<file path="config.mk">
export PLATFORM = sky130hd
export DESIGN_NAME = radar_frame_deframer_top
export DESIGN_NICKNAME = d
export VERILOG_FILES = /design/src/rtl/rfd_pkg.sv /design/src/rtl/radar_frame_deframer_top.sv
export SDC_FILE = /design/constraint.sdc
export NUM_CORES = 1
export LEC_CHECK = 0
export BUFFER_PORTS_ARGS = -buffer_cell sky130_fd_sc_hd__buf_2
export CORE_ASPECT_RATIO = 0.5
export CORE_MARGIN = 5
export CORE_UTILIZATION = 35
export CTS_BUF_LIST = sky130_fd_sc_hd__clkbuf_2
export DETAILED_ROUTE_END_ITERATION = 12
export GPL_TIMING_DRIVEN = 0
export PLACE_DENSITY = 0.64
export REMOVE_ABC_BUFFERS = 1
export SETUP_SLACK_MARGIN = 0.2
export SLEW_MARGIN = 10
export SYNTH_ARGS = -nofsm -noshare
export SYNTH_HDL_FRONTEND = slang
export SYNTH_SLANG_ARGS = --single-unit
</file>
<file path="constraint.sdc">
create_clock -name aclk -period 2.9 [get_ports aclk]
set_input_delay 0.58 -clock aclk [delete_from_list [all_inputs] [get_ports aclk]]
set_output_delay 0.58 -clock aclk [all_outputs]
set_load 0.02 [all_outputs]
</file>
<file path="src/rtl/rfd_pkg.sv">
// Shared constants, codes and byte tables for the radar frame deframer.
// No dependencies.
package rfd_pkg;

    // Parser modes
    localparam logic [1:0] MODE_HEADER  = 2'd0;
    localparam logic [1:0] MODE_LENGTH  = 2'd1;
    localparam logic [1:0] MODE_PAYLOAD = 2'd2;
    localparam logic [1:0] MODE_FOOTER  = 2'd3;

    // Result event codes
    localparam logic [2:0] EV_NONE       = 3'd0;
    localparam logic [2:0] EV_UPDATED    = 3'd1;
    localparam logic [2:0] EV_IGNORED    = 3'd2;
    localparam logic [2:0] EV_LEN_REJECT = 3'd3;
    localparam logic [2:0] EV_FOOTER_BAD = 3'd4;

    localparam int DEF_MAX_LEN = 64;
    localparam int KEEP_BYTES  = 11;

    localparam logic [7:0] FRAME_TYPE = 8'h02;
    localparam logic [7:0] FRAME_HEAD = 8'hAA;

    typedef logic [7:0] byte_t;

    function automatic byte_t hdr_byte(input logic [1:0] idx);
        byte_t res;
        case (idx)
            2'd0:    res = 8'hF4;
            2'd1:    res = 8'hF3;
            2'd2:    res = 8'hF2;
            default: res = 8'hF1;
        endcase
        return res;
    endfunction

    function automatic byte_t ftr_byte(input logic [1:0] idx);
        byte_t res;
        case (idx)
            2'd0:    res = 8'hF8;
            2'd1:    res = 8'hF7;
            2'd2:    res = 8'hF6;
            default: res = 8'hF5;
        endcase
        return res;
    endfunction

endpackage

</file>
<file path="src/rtl/radar_frame_deframer_top.sv">
// Radar frame deframer: byte-wise header/length/payload/footer parser and
// target record. Depends on rfd_pkg.
//
//  channel  | direction | handshake          | payload
//  ---------+-----------+--------------------+---------------------------------
//  s_       | in        | s_valid / s_ready  | s_rx_byte
//  m_       | out       | m_valid / m_ready  | m_event_res, m_target_code, ...
//
// One request in, one request out. Each byte is parsed in the cycle it is
// accepted; its result sits in the output register the next cycle, and one
// byte is taken every cycle while the output register is not stalled.
// The single output register sets the rate: s_ready is high whenever that
// register is empty or is being drained in the same cycle.
// aresetn (synchronous, active low) returns the parser to header search
// and clears the record; the captured payload bytes are not cleared.
// A stall on m_ready holds the result and backpressures s_ready at once.
module radar_frame_deframer_top #(
    parameter int MAX_LEN = rfd_pkg::DEF_MAX_LEN
) (
    input  logic        aclk,
    input  logic        aresetn,
    input  logic        s_valid,
    output logic        s_ready,
    input  logic [7:0]  s_rx_byte,
    output logic        m_valid,
    input  logic        m_ready,
    output logic [2:0]  m_event_res,
    output logic [7:0]  m_target_code,
    output logic [15:0] m_moving_distance,
    output logic [7:0]  m_move_energy,
    output logic [15:0] m_stationary_distance,
    output logic [7:0]  m_still_energy,
    output logic [15:0] m_detection_distance,
    output logic        m_record_valid
);
    import rfd_pkg::*;

    localparam logic [15:0] MaxLenW = 16'(MAX_LEN);
    localparam logic [6:0]  KeepW   = 7'(KEEP_BYTES);

    // Parser state
    logic [1:0] parse_mode_reg, parse_mode_next;
    logic [2:0] header_count_reg, header_count_next;
    logic [7:0] length_low_reg, length_low_next;
    logic       length_count_reg, length_count_next;
    logic [6:0] expected_length_reg, expected_length_next;
    logic [6:0] payload_position_reg, payload_position_next;
    logic [1:0] footer_count_reg, footer_count_next;

    // Captured payload: only the first KEEP_BYTES bytes of a frame
    byte_t      captured_reg [KEEP_BYTES];
    logic       cap_we;

    // Target record
    logic [7:0]  target_code_reg, target_code_next;
    logic [15:0] moving_distance_reg, moving_distance_next;
    logic [7:0]  move_energy_reg, move_energy_next;
    logic [15:0] stationary_distance_reg, stationary_distance_next;
    logic [7:0]  still_energy_reg, still_energy_next;
    logic [15:0] detection_distance_reg, detection_distance_next;
    logic        record_flag_reg, record_flag_next;

    // Output register
    logic        m_valid_reg;
    logic [2:0]  event_reg, event_next;

    logic        accept;
    logic [15:0] length_word;
    logic [6:0]  pos_inc;

    assign s_ready = !m_valid_reg || m_ready;
    assign accept  = s_valid && s_ready;

    assign length_word = {s_rx_byte, length_low_reg};
    assign pos_inc     = payload_position_reg + 7'd1;
    assign cap_we      = accept && (parse_mode_reg == MODE_PAYLOAD)
                         && (payload_position_reg < KeepW);

    always_comb begin
        parse_mode_next          = parse_mode_reg;
        header_count_next        = header_count_reg;
        length_low_next          = length_low_reg;
        length_count_next        = length_count_reg;
        expected_length_next     = expected_length_reg;
        payload_position_next    = payload_position_reg;
        footer_count_next        = footer_count_reg;
        target_code_next         = target_code_reg;
        moving_distance_next     = moving_distance_reg;
        move_energy_next         = move_energy_reg;
        stationary_distance_next = stationary_distance_reg;
        still_energy_next        = still_energy_reg;
        detection_distance_next  = detection_distance_reg;
        record_flag_next         = record_flag_reg;
        event_next               = EV_NONE;

        unique case (parse_mode_reg)
            MODE_HEADER: begin
                if (s_rx_byte == hdr_byte(header_count_reg[1:0])) begin
                    // Advance through the header; on the last byte go read length
                    if (header_count_reg == 3'd3) begin
                        parse_mode_next   = MODE_LENGTH;
                        length_count_next = 1'b0;
                        header_count_next = 3'd0;
                    end else begin
                        header_count_next = header_count_reg + 3'd1;
                    end
                end else begin
                    // Restart the search, counting this byte if it opens a header
                    header_count_next = (s_rx_byte == hdr_byte(2'd0)) ? 3'd1 : 3'd0;
                end
            end
            MODE_LENGTH: begin
                if (!length_count_reg) begin
                    length_low_next   = s_rx_byte;
                    length_count_next = 1'b1;
                end else begin
                    length_count_next = 1'b0;
                    if (length_word > MaxLenW) begin
                        event_next        = EV_LEN_REJECT;
                        parse_mode_next   = MODE_HEADER;
                        header_count_next = 3'd0;
                    end else begin
                        expected_length_next  = length_word[6:0];
                        payload_position_next = 7'd0;
                        parse_mode_next       = MODE_PAYLOAD;
                    end
                end
            end
            MODE_PAYLOAD: begin
                // A zero length still takes one byte here
                payload_position_next = pos_inc;
                if (pos_inc >= expected_length_reg) begin
                    parse_mode_next   = MODE_FOOTER;
                    footer_count_next = 2'd0;
                end
            end
            MODE_FOOTER: begin
                if (s_rx_byte == ftr_byte(footer_count_reg)) begin
                    if (footer_count_reg == 2'd3) begin
                        footer_count_next = 2'd0;
                        parse_mode_next   = MODE_HEADER;
                        header_count_next = 3'd0;
                        if (expected_length_reg < KeepW
                            || captured_reg[0] != FRAME_TYPE
                            || captured_reg[1] != FRAME_HEAD) begin
                            event_next = EV_IGNORED;
                        end else begin
                            event_next               = EV_UPDATED;
                            target_code_next         = captured_reg[2];
                            moving_distance_next     = {captured_reg[4], captured_reg[3]};
                            move_energy_next         = captured_reg[5];
                            stationary_distance_next = {captured_reg[7], captured_reg[6]};
                            still_energy_next        = captured_reg[8];
                            detection_distance_next  = {captured_reg[10], captured_reg[9]};
                            record_flag_next         = 1'b1;
                        end
                    end else begin
                        footer_count_next = footer_count_reg + 2'd1;
                    end
                end else begin
                    // Resync; footer_count is left as is
                    event_next        = EV_FOOTER_BAD;
                    parse_mode_next   = MODE_HEADER;
                    header_count_next = (s_rx_byte == hdr_byte(2'd0)) ? 3'd1 : 3'd0;
                end
            end
            default: begin
                parse_mode_next = MODE_HEADER;
            end
        endcase
    end

    // Control, record and output registers: update on an accepted request; valid drops once taken
    always_ff @(posedge aclk) begin
        if (!aresetn) begin
            parse_mode_reg          <= MODE_HEADER;
            header_count_reg        <= 3'd0;
            length_low_reg          <= 8'd0;
            length_count_reg        <= 1'b0;
            expected_length_reg     <= 7'd0;
            payload_position_reg    <= 7'd0;
            footer_count_reg        <= 2'd0;
            target_code_reg         <= 8'd0;
            moving_distance_reg     <= 16'd0;
            move_energy_reg         <= 8'd0;
            stationary_distance_reg <= 16'd0;
            still_energy_reg        <= 8'd0;
            detection_distance_reg  <= 16'd0;
            record_flag_reg         <= 1'b0;
            m_valid_reg             <= 1'b0;
            event_reg               <= EV_NONE;
        end else begin
            if (accept) begin
                parse_mode_reg          <= parse_mode_next;
                header_count_reg        <= header_count_next;
                length_low_reg          <= length_low_next;
                length_count_reg        <= length_count_next;
                expected_length_reg     <= expected_length_next;
                payload_position_reg    <= payload_position_next;
                footer_count_reg        <= footer_count_next;
                target_code_reg         <= target_code_next;
                moving_distance_reg     <= moving_distance_next;
                move_energy_reg         <= move_energy_next;
                stationary_distance_reg <= stationary_distance_next;
                still_energy_reg        <= still_energy_next;
                detection_distance_reg  <= detection_distance_next;
                record_flag_reg         <= record_flag_next;
                event_reg               <= event_next;
                m_valid_reg             <= 1'b1;
            end else if (m_ready) begin
                // Drop the result once it has been taken
                m_valid_reg <= 1'b0;
            end
        end
    end

    // Payload capture: no reset, only read after being written in the same frame
    always_ff @(posedge aclk) begin
        if (cap_we) begin
            captured_reg[payload_position_reg[3:0]] <= s_rx_byte;
        end
    end

    // Record registers change only on an accept, which frees the output
    // register in the same edge, so they drive the result ports directly.
    assign m_valid               = m_valid_reg;
    assign m_event_res           = event_reg;
    assign m_target_code         = target_code_reg;
    assign m_moving_distance     = moving_distance_reg;
    assign m_move_energy         = move_energy_reg;
    assign m_stationary_distance = stationary_distance_reg;
    assign m_still_energy        = still_energy_reg;
    assign m_detection_distance  = detection_distance_reg;
    assign m_record_valid        = record_flag_reg;

`ifndef SYNTH
    // The valid flag is sticky until reset
    a_flag_sticky: assert property (@(posedge aclk) disable iff (!aresetn)
        !$fell(record_flag_reg))
        else $error("record flag dropped");

    // An update event always comes with a valid record
    a_update_flag: assert property (@(posedge aclk) disable iff (!aresetn)
        (m_valid_reg && event_reg == EV_UPDATED) |-> record_flag_reg)
        else $error("update event without valid record");

    // A stalled result blocks new input
    a_stall_block: assert property (@(posedge aclk) disable iff (!aresetn)
        (m_valid_reg && !m_ready) |-> !s_ready)
        else $error("input taken while result stalled");

    // The header counter never holds a full header
    a_hdr_range: assert property (@(posedge aclk) disable iff (!aresetn)
        header_count_reg <= 3'd3)
        else $error("header count out of range");

    // Payload length in force never exceeds the limit
    a_len_limit: assert property (@(posedge aclk) disable iff (!aresetn)
        (parse_mode_reg == MODE_PAYLOAD) |-> (16'(expected_length_reg) <= MaxLenW))
        else $error("payload length above limit");
`endif

endmodule

</file>
==> flow_metrics.env, run 1 <==
export IMPL_clk_pin_slew_ns=0.26
export IMPL_synth_edf_count=88
export IMPL_tightest_slew_ns=0.6103
export IMPL_avgSynthCellArea_um2=13.11
export IMPL_fin_nets=699
export IMPL_clock_sinks=195
export IMPL_finalClockSkew_ns=0.05034
export IMPL_avgViaCountPerCell=4.616
export IMPL_final_cells=982
export IMPL_gr_total_overflow=0
export IMPL_min_path_type="input port to register"
export IMPL_die_h_um=114.2
export IMPL_first_iter_violations=272
export IMPL_drcViolationCount=0
export IMPL_initial_core_util=0.3531
export IMPL_use_met2=0.2187
export IMPL_synth_top_area_frac=0.3475
export IMPL_grt_util_met1=0.1735
export IMPL_wl_per_cell_um=16.23
export IMPL_final_hold_viol_count=0
export IMPL_critPathCaptureType="register"
export IMPL_io_buffers=89
export IMPL_h_tree_depth=4
export IMPL_synthTopCellsByArea="edfxtp_1, dfxtp_1, mux2i_1"
export IMPL_core_um2=21540
export IMPL_crit_arrival_ns=3.07
export IMPL_synth_compound_area_frac=0.03949
export IMPL_root_buffer="clkbuf_2"
export IMPL_synth_area_um2=7605
export IMPL_cts_tree="done"
export IMPL_antenna_found_initial=1
export IMPL_synth_xor_area_share=0.01267
export IMPL_status="finished, final reports clean"
export IMPL_synthArstFlopShare=0
export IMPL_ioPinCount=90
export IMPL_fin_crit_sh=0.9288
export IMPL_finalHoldWorstSlack_ns=0.1339
export IMPL_synth_fa_ha_area_frac=0.02962
export IMPL_place_area_um2=8362
export IMPL_setup_viol=0
export IMPL_drt_wl_total_mm=15.93
export IMPL_grt_first_pass_wirelength_mm=25.23
export IMPL_synthSimpleGateAreaFrac=0.1398
export IMPL_design_area_um2=8662
export IMPL_grt_pass1_vias=4538
export IMPL_holdBufCountCts=0
export IMPL_power_density_nw_per_um2=505.0
export IMPL_seq_area_frac_synth=0.6292
export IMPL_place_inst=948
export IMPL_gp_congestion=0.8160
export IMPL_grt_busiest_layer="met2"
export IMPL_syn_inst=580
export IMPL_yosysWarnings=0
export IMPL_hpwl_mm=9.967
export IMPL_yosys_mux_area_fraction=0.1185
export IMPL_cts_buffers=17
export IMPL_slew_viol_final=0
export IMPL_fmax_mhz=371.3
export IMPL_cp_data_required_time_ns=3.28
export IMPL_die_w_um=218.5
export IMPL_yosys_area_top_type="edfxtp_1"
export IMPL_fin_ws_ns=0.2066
export IMPL_relSlewSlack=0.5931
export IMPL_first_pass_iters=6
export IMPL_yosys_most_used_dff="dfxtp_1"
export IMPL_grt_util_met3=0.02853
export IMPL_drive_gt1_frac=0.2141
export IMPL_fillCellCount=2057
export IMPL_max_cap_violations=0
export IMPL_p_leak_uw=0.003057
export IMPL_vdd_drop_max_v=0.0001991
export IMPL_synth_distinct_cells=50
export IMPL_areaGrowthSynthToFinish_pct=13.90
export IMPL_clock_latency_ns=0.73
export IMPL_max_clock_path_buffers=2
export IMPL_antenna_left=0
export IMPL_die_area_um2=24950
export IMPL_row_count=38
export IMPL_start_kind="register"
export IMPL_num_vias=4533
export IMPL_layout_min_cycle_time_ns=2.693
export IMPL_cp_max_fo=11
export IMPL_worst_setup_path_type="register to register"
export IMPL_synth_top_family_by_area="simple AND/OR/NAND/NOR gates"
export IMPL_largest_reg_flops=88
export IMPL_grt_use_total=0.1297
export IMPL_grt_max_degree=76
export IMPL_rsz0062_at_grt="yes"
export IMPL_synth_seq_cells=195
export IMPL_finalSetupTns_ns=0
export IMPL_dp_slack_ns=-0.2791
export IMPL_antenna_cells=0
[per-layer routing]
metal  share of wire  up-vias
li1                -     2235
met1            0.48     2228
met2            0.48       58
met3           0.032       12
met4          0.0091        0
met5               0        -
[kinds of logic after synthesis]
logic type	after synthesis
flip-flops	195
buffers and inverters	45
multiplexers	90
AND/OR/NAND/NOR	177
adder cells (fa/ha/maj)	18
XOR/XNOR	11
AO/OA/AOI/OAI	44
[final cells by class]
| cell class | count | area (µm²) | share of cell area |
|---|---|---|---|
| well taps | 300 | 375.4 | 0.04333 |
| multi-input cells | 341 | 2645 | 0.3054 |
| repair buffers | 95 | 540.5 | 0.06240 |
| clock inverters | 15 | 160.2 | 0.01849 |
| clock buffers | 17 | 85.08 | 0.009822 |
| flip-flops and latches | 195 | 4785 | 0.5524 |
| inverters | 19 | 71.32 | 0.008233 |
[final timing paths]
check	start	end	slack, ns	cells after the start
max	m_valid	captured_reg[7][0]	0.21	5
min	s_valid	m_valid	0.13	3
max reg2reg	m_valid	captured_reg[7][0]	0.21	5
min reg2reg	captured_reg[7][3]	m_stationary_distance[11]	0.49	2
[layout by cell type (no fill, tap or decap), types with 2 or more instances in the layout]
cell / instances
a211oi_1: 2
a21boi_1: 2
a21o_1: 2
a21oi_1: 7
a31oi_1: 3
and2_1: 3
and2_2: 2
and3_1: 4
and4_1: 2
buf_16: 2
buf_2: 90
buf_4: 2
clkbuf_2: 17
dfxtp_1: 107
edfxtp_1: 88
ha_1: 18
inv_1: 18
inv_6: 3
inv_8: 7
mux2i_1: 90
nand2_1: 16
nand3_1: 10
nand4_1: 6
nor2_1: 12
nor2_2: 3
nor2_4: 2
nor2b_1: 92
nor3_1: 3
nor4_1: 4
nor4_2: 3
nor4b_1: 2
nor4bb_1: 2
o2111ai_1: 2
o21a_1: 5
o21ai_0: 4
o21ai_1: 7
o31ai_1: 3
or4_1: 3
xnor2_1: 6
xor2_1: 5
[worst max-delay path, stage by stage, from the launching register on]
cell and delay [ns]:
dfxtp_1 0.39, nand2b_2 0.10, and2_1 0.44, nand2_1 0.32
or4_1 0.71, nor2_2 0.42
[metrics by stage]
stage | total power (µW) | utilization
global placement | 3057 | 0.3836
CTS | 4440 | 0.4015
finish | 4374 | 0.4022
floorplan | 2981 | -
detailed placement | 3061 | 0.3882
global route | 4573 | 0.4022
[synth_stat cells (2+ instances only)]
cell         n
or4_1        3
o21a_1       5
and4_1       2
nor4b_1      2
o2111ai_1    2
and3_1       5
o21ai_1      7
nand4_1      6
ha_1        18
o31ai_1      3
nand2_1     16
dfxtp_1    107
a31oi_1      3
o21ai_0      4
nor2_1      16
buf_6        6
buf_2        4
clkbuf_1    14
nor2b_1     92
a211oi_1     2
inv_1       18
a21oi_1      7
nor3_1       4
xor2_1       5
edfxtp_1    88
and2_1       5
xnor2_1      6
nand3_1     10
a21boi_1     2
a21o_1       2
mux2i_1     90
nor4_1       7
nor4bb_1     2
[where the power goes]
group | total (µW) | switching, µW | internal [µW] | leakage, µW
combinational | 126 | 85.1 | 40.8 | 0.00125
clock | 1370 | 1000 | 361 | 0.000150
sequential | 2880 | 2.94 | 2880 | 0.00165
[timing repair]
| item | in CTS | in global routing |
|---|---|---|
| gates resized for setup | 4 | 5 |
| hold endpoints to repair | 0 | 0 |
| pin swaps | 1 | 0 |
| setup endpoints to repair | 59 | 45 |
| gates cloned | 1 | 0 |
| buffers inserted | 1 | 0 |
(Power assumes the default switching activity.)
==> inputs of run 2 (changes only) <==
CORE_ASPECT_RATIO = default   (was 0.5)
CTS_BUF_LIST = default   (was sky130_fd_sc_hd__clkbuf_2)
clock period = 2.7 ns   (was 2.9 ns; I/O delays follow)
==> run 2 against run 1 <==
Against the previous run:
- sequential power grew 7%
- largest cell class unchanged
- non-clock buffer count grew 3
- critical path type unchanged
- clock power grew 80%
- largest power group unchanged
- global-route usage increased by 0.23 points
- via count fell by 0.31%
- core utilization increased by 1.7 points
==> flow_metrics.env, run 2 (synthesized netlist as in run 1, its figures left out) <==
export IMPL_grt_pass1_vias=4401
export IMPL_multiInputGateArea_um2=2666
export IMPL_worst_setup_path_type="register to register"
export IMPL_grt_first_pass_wirelength_mm=24.93
export IMPL_cts_tree="done"
export IMPL_antenna_found_initial=0
export IMPL_drive_gt1_frac=0.2175
export IMPL_design_area_um2=9057
export IMPL_final_cell_mix="dfxtp_1, nor2b_1, mux2i_1, buf_2, edfxtp_1"
export IMPL_areaGrowthSynthToFinish_pct=19.10
export IMPL_ioPinCount=90
export IMPL_largest_reg_flops=88
export IMPL_first_iter_violations=312
export IMPL_antenna_left=0
export IMPL_place_inst=928
export IMPL_layout_commonest_cell="dfxtp_1"
export IMPL_max_clock_path_buffers=2
export IMPL_row_count=54
export IMPL_gr_total_overflow=0
export IMPL_status="finished, final reports clean"
export IMPL_start_kind="register"
export IMPL_fin_crit_sh=0.8769
export IMPL_die_area_um2=24780
export IMPL_relSlewSlack=0.6023
export IMPL_rsz0062_at_grt="no"
export IMPL_first_pass_iters=4
export IMPL_drt_wl_total_mm=16.10
export IMPL_core_um2=21620
export IMPL_antenna_cells=0
export IMPL_die_h_um=157.4
export IMPL_layout_min_cycle_time_ns=2.368
export IMPL_avgViaCountPerCell=4.683
export IMPL_slew_viol_final=0
export IMPL_cpMaxStageDelayCell="a2111oi_2"
export IMPL_final_hold_viol_count=0
export IMPL_place_area_um2=8337
export IMPL_cts_buffers=17
export IMPL_wl_per_cell_um=16.69
export IMPL_clock_sinks=195
export IMPL_root_buffer="clkbuf_16"
export IMPL_clock_latency_ns=0.42
export IMPL_fillCellCount=2035
export IMPL_clk_pin_slew_ns=0.07
export IMPL_grt_max_degree=83
export IMPL_grt_use_total=0.1319
export IMPL_drcViolationCount=0
export IMPL_io_buffers=89
export IMPL_crit_arrival_ns=2.68
export IMPL_critPathCaptureType="register"
export IMPL_p_leak_uw=0.003220
export IMPL_gp_congestion=0.7923
export IMPL_holdBufCountCts=0
export IMPL_die_w_um=157.4
export IMPL_setup_viol=0
export IMPL_final_cells=965
export IMPL_initial_core_util=0.3517
export IMPL_tightest_slew_ns=0.5955
export IMPL_slowest_delay_ns=0.58
export IMPL_num_vias=4519
export IMPL_finalClockSkew_ns=0.01059
export IMPL_min_path_type="input port to register"
export IMPL_seq_area_um2=4787
export IMPL_max_cap_violations=0
export IMPL_h_tree_depth=4
export IMPL_cp_max_fo=5
export IMPL_vdd_drop_max_v=0.0003246
export IMPL_power_density_nw_per_um2=629.2
export IMPL_hpwl_mm=9.625
export IMPL_cp_data_required_time_ns=3.02
export IMPL_cp_cell_sequence="inv_1, ha_1, o21a_1, o211ai_1, nor2_1, a2111oi_2, o31ai_1, and3_1"
export IMPL_fin_nets=702
export IMPL_fmax_mhz=422.4
==> run 2: cell types whose count changed in the layout (fill, tap and decap cells not counted), sizes merged <==
cell	delta
clkinvlp	+1
buf	+2
bufinv	+1
clkinv	+1
clkbuf	+5
inv	-7
==> run 2: where the power goes <==
part | leakage [µW] | internal [µW] | total (µW) | switching [µW]
combinational | 0.00129 | 44.1 | 140 | 95.6
sequential | 0.00165 | 3080 | 3080 | 2.63
clock | 0.000278 | 1400 | 2470 | 1080
total | 0.00322 | 4520 | 5700 | 1180
==> run 2: critical path, delay by kind of cell (launching register included) <==
family          cells  cell delay (ns)
flops               1             0.36
fa+ha+maj           1             0.19
simple gates        2             0.39
buf+inv             1             0.08
compound gates      4             1.23
==> run 2: cell type report <==
type,count,area share
clock buffer,21,0.04973
clock inverter,11,0.01395
sequential,195,0.5285
inverter,19,0.007874
timing repair buffer,98,0.06686
tap,280,0.03868
multi-input combinational,341,0.2944
==> run 2: metrics by stage <==
| stage | setup TNS, ns | worst slack [ns] | hold slack [ns] | util | total power, µW |
|---|---|---|---|---|---|
| 6_report | 0 | 0.3325 | 0.3789 | 0.4189 | 5699 |
| 4_1_cts | 0 | 0.09553 | 0.3624 | 0.4145 | 5777 |
| 3_3_place_gp | -248.64 | -3.103 | 0.4410 | 0.3810 | 3289 |
| 3_5_place_dp | -27.08 | -0.3941 | 0.4498 | 0.3856 | 3293 |
| 2_1_floorplan | -105.65 | -1.433 | 0.4532 | - | 3202 |
| 5_1_grt | 0 | 0.1906 | 0.3775 | 0.4189 | 5907 |
==> run 2: per-layer routing <==
| layer | track usage | share of wire | vias to the layer above |
|---|---|---|---|
| li1 | - | - | 2239 |
| met1 | 0.1743 | 0.47 | 2186 |
| met2 | 0.2119 | 0.48 | 81 |
| met3 | 0.03767 | 0.042 | 13 |
| met4 | 0.03892 | 0.011 | 0 |
| met5 | 0 | 0 | - |
==> run 2: what timing repair did <==
item | CTS | global route
cloned | 1 | 1
pin swaps | 1 | 2
setup endpoints to repair | 71 | 117
resized for setup | 7 | 8
setup buffers | 1 | 2
==> run 2: worst paths after layout <==
path	startpoint	endpoint	slack (ns)	cells past startpoint
max	footer_count_reg[1]	header_count_reg[2]	0.33	8
min	s_valid	m_valid	0.38	3
max reg2reg	footer_count_reg[1]	header_count_reg[2]	0.33	8
min reg2reg	m_record_valid	m_record_valid	0.46	1
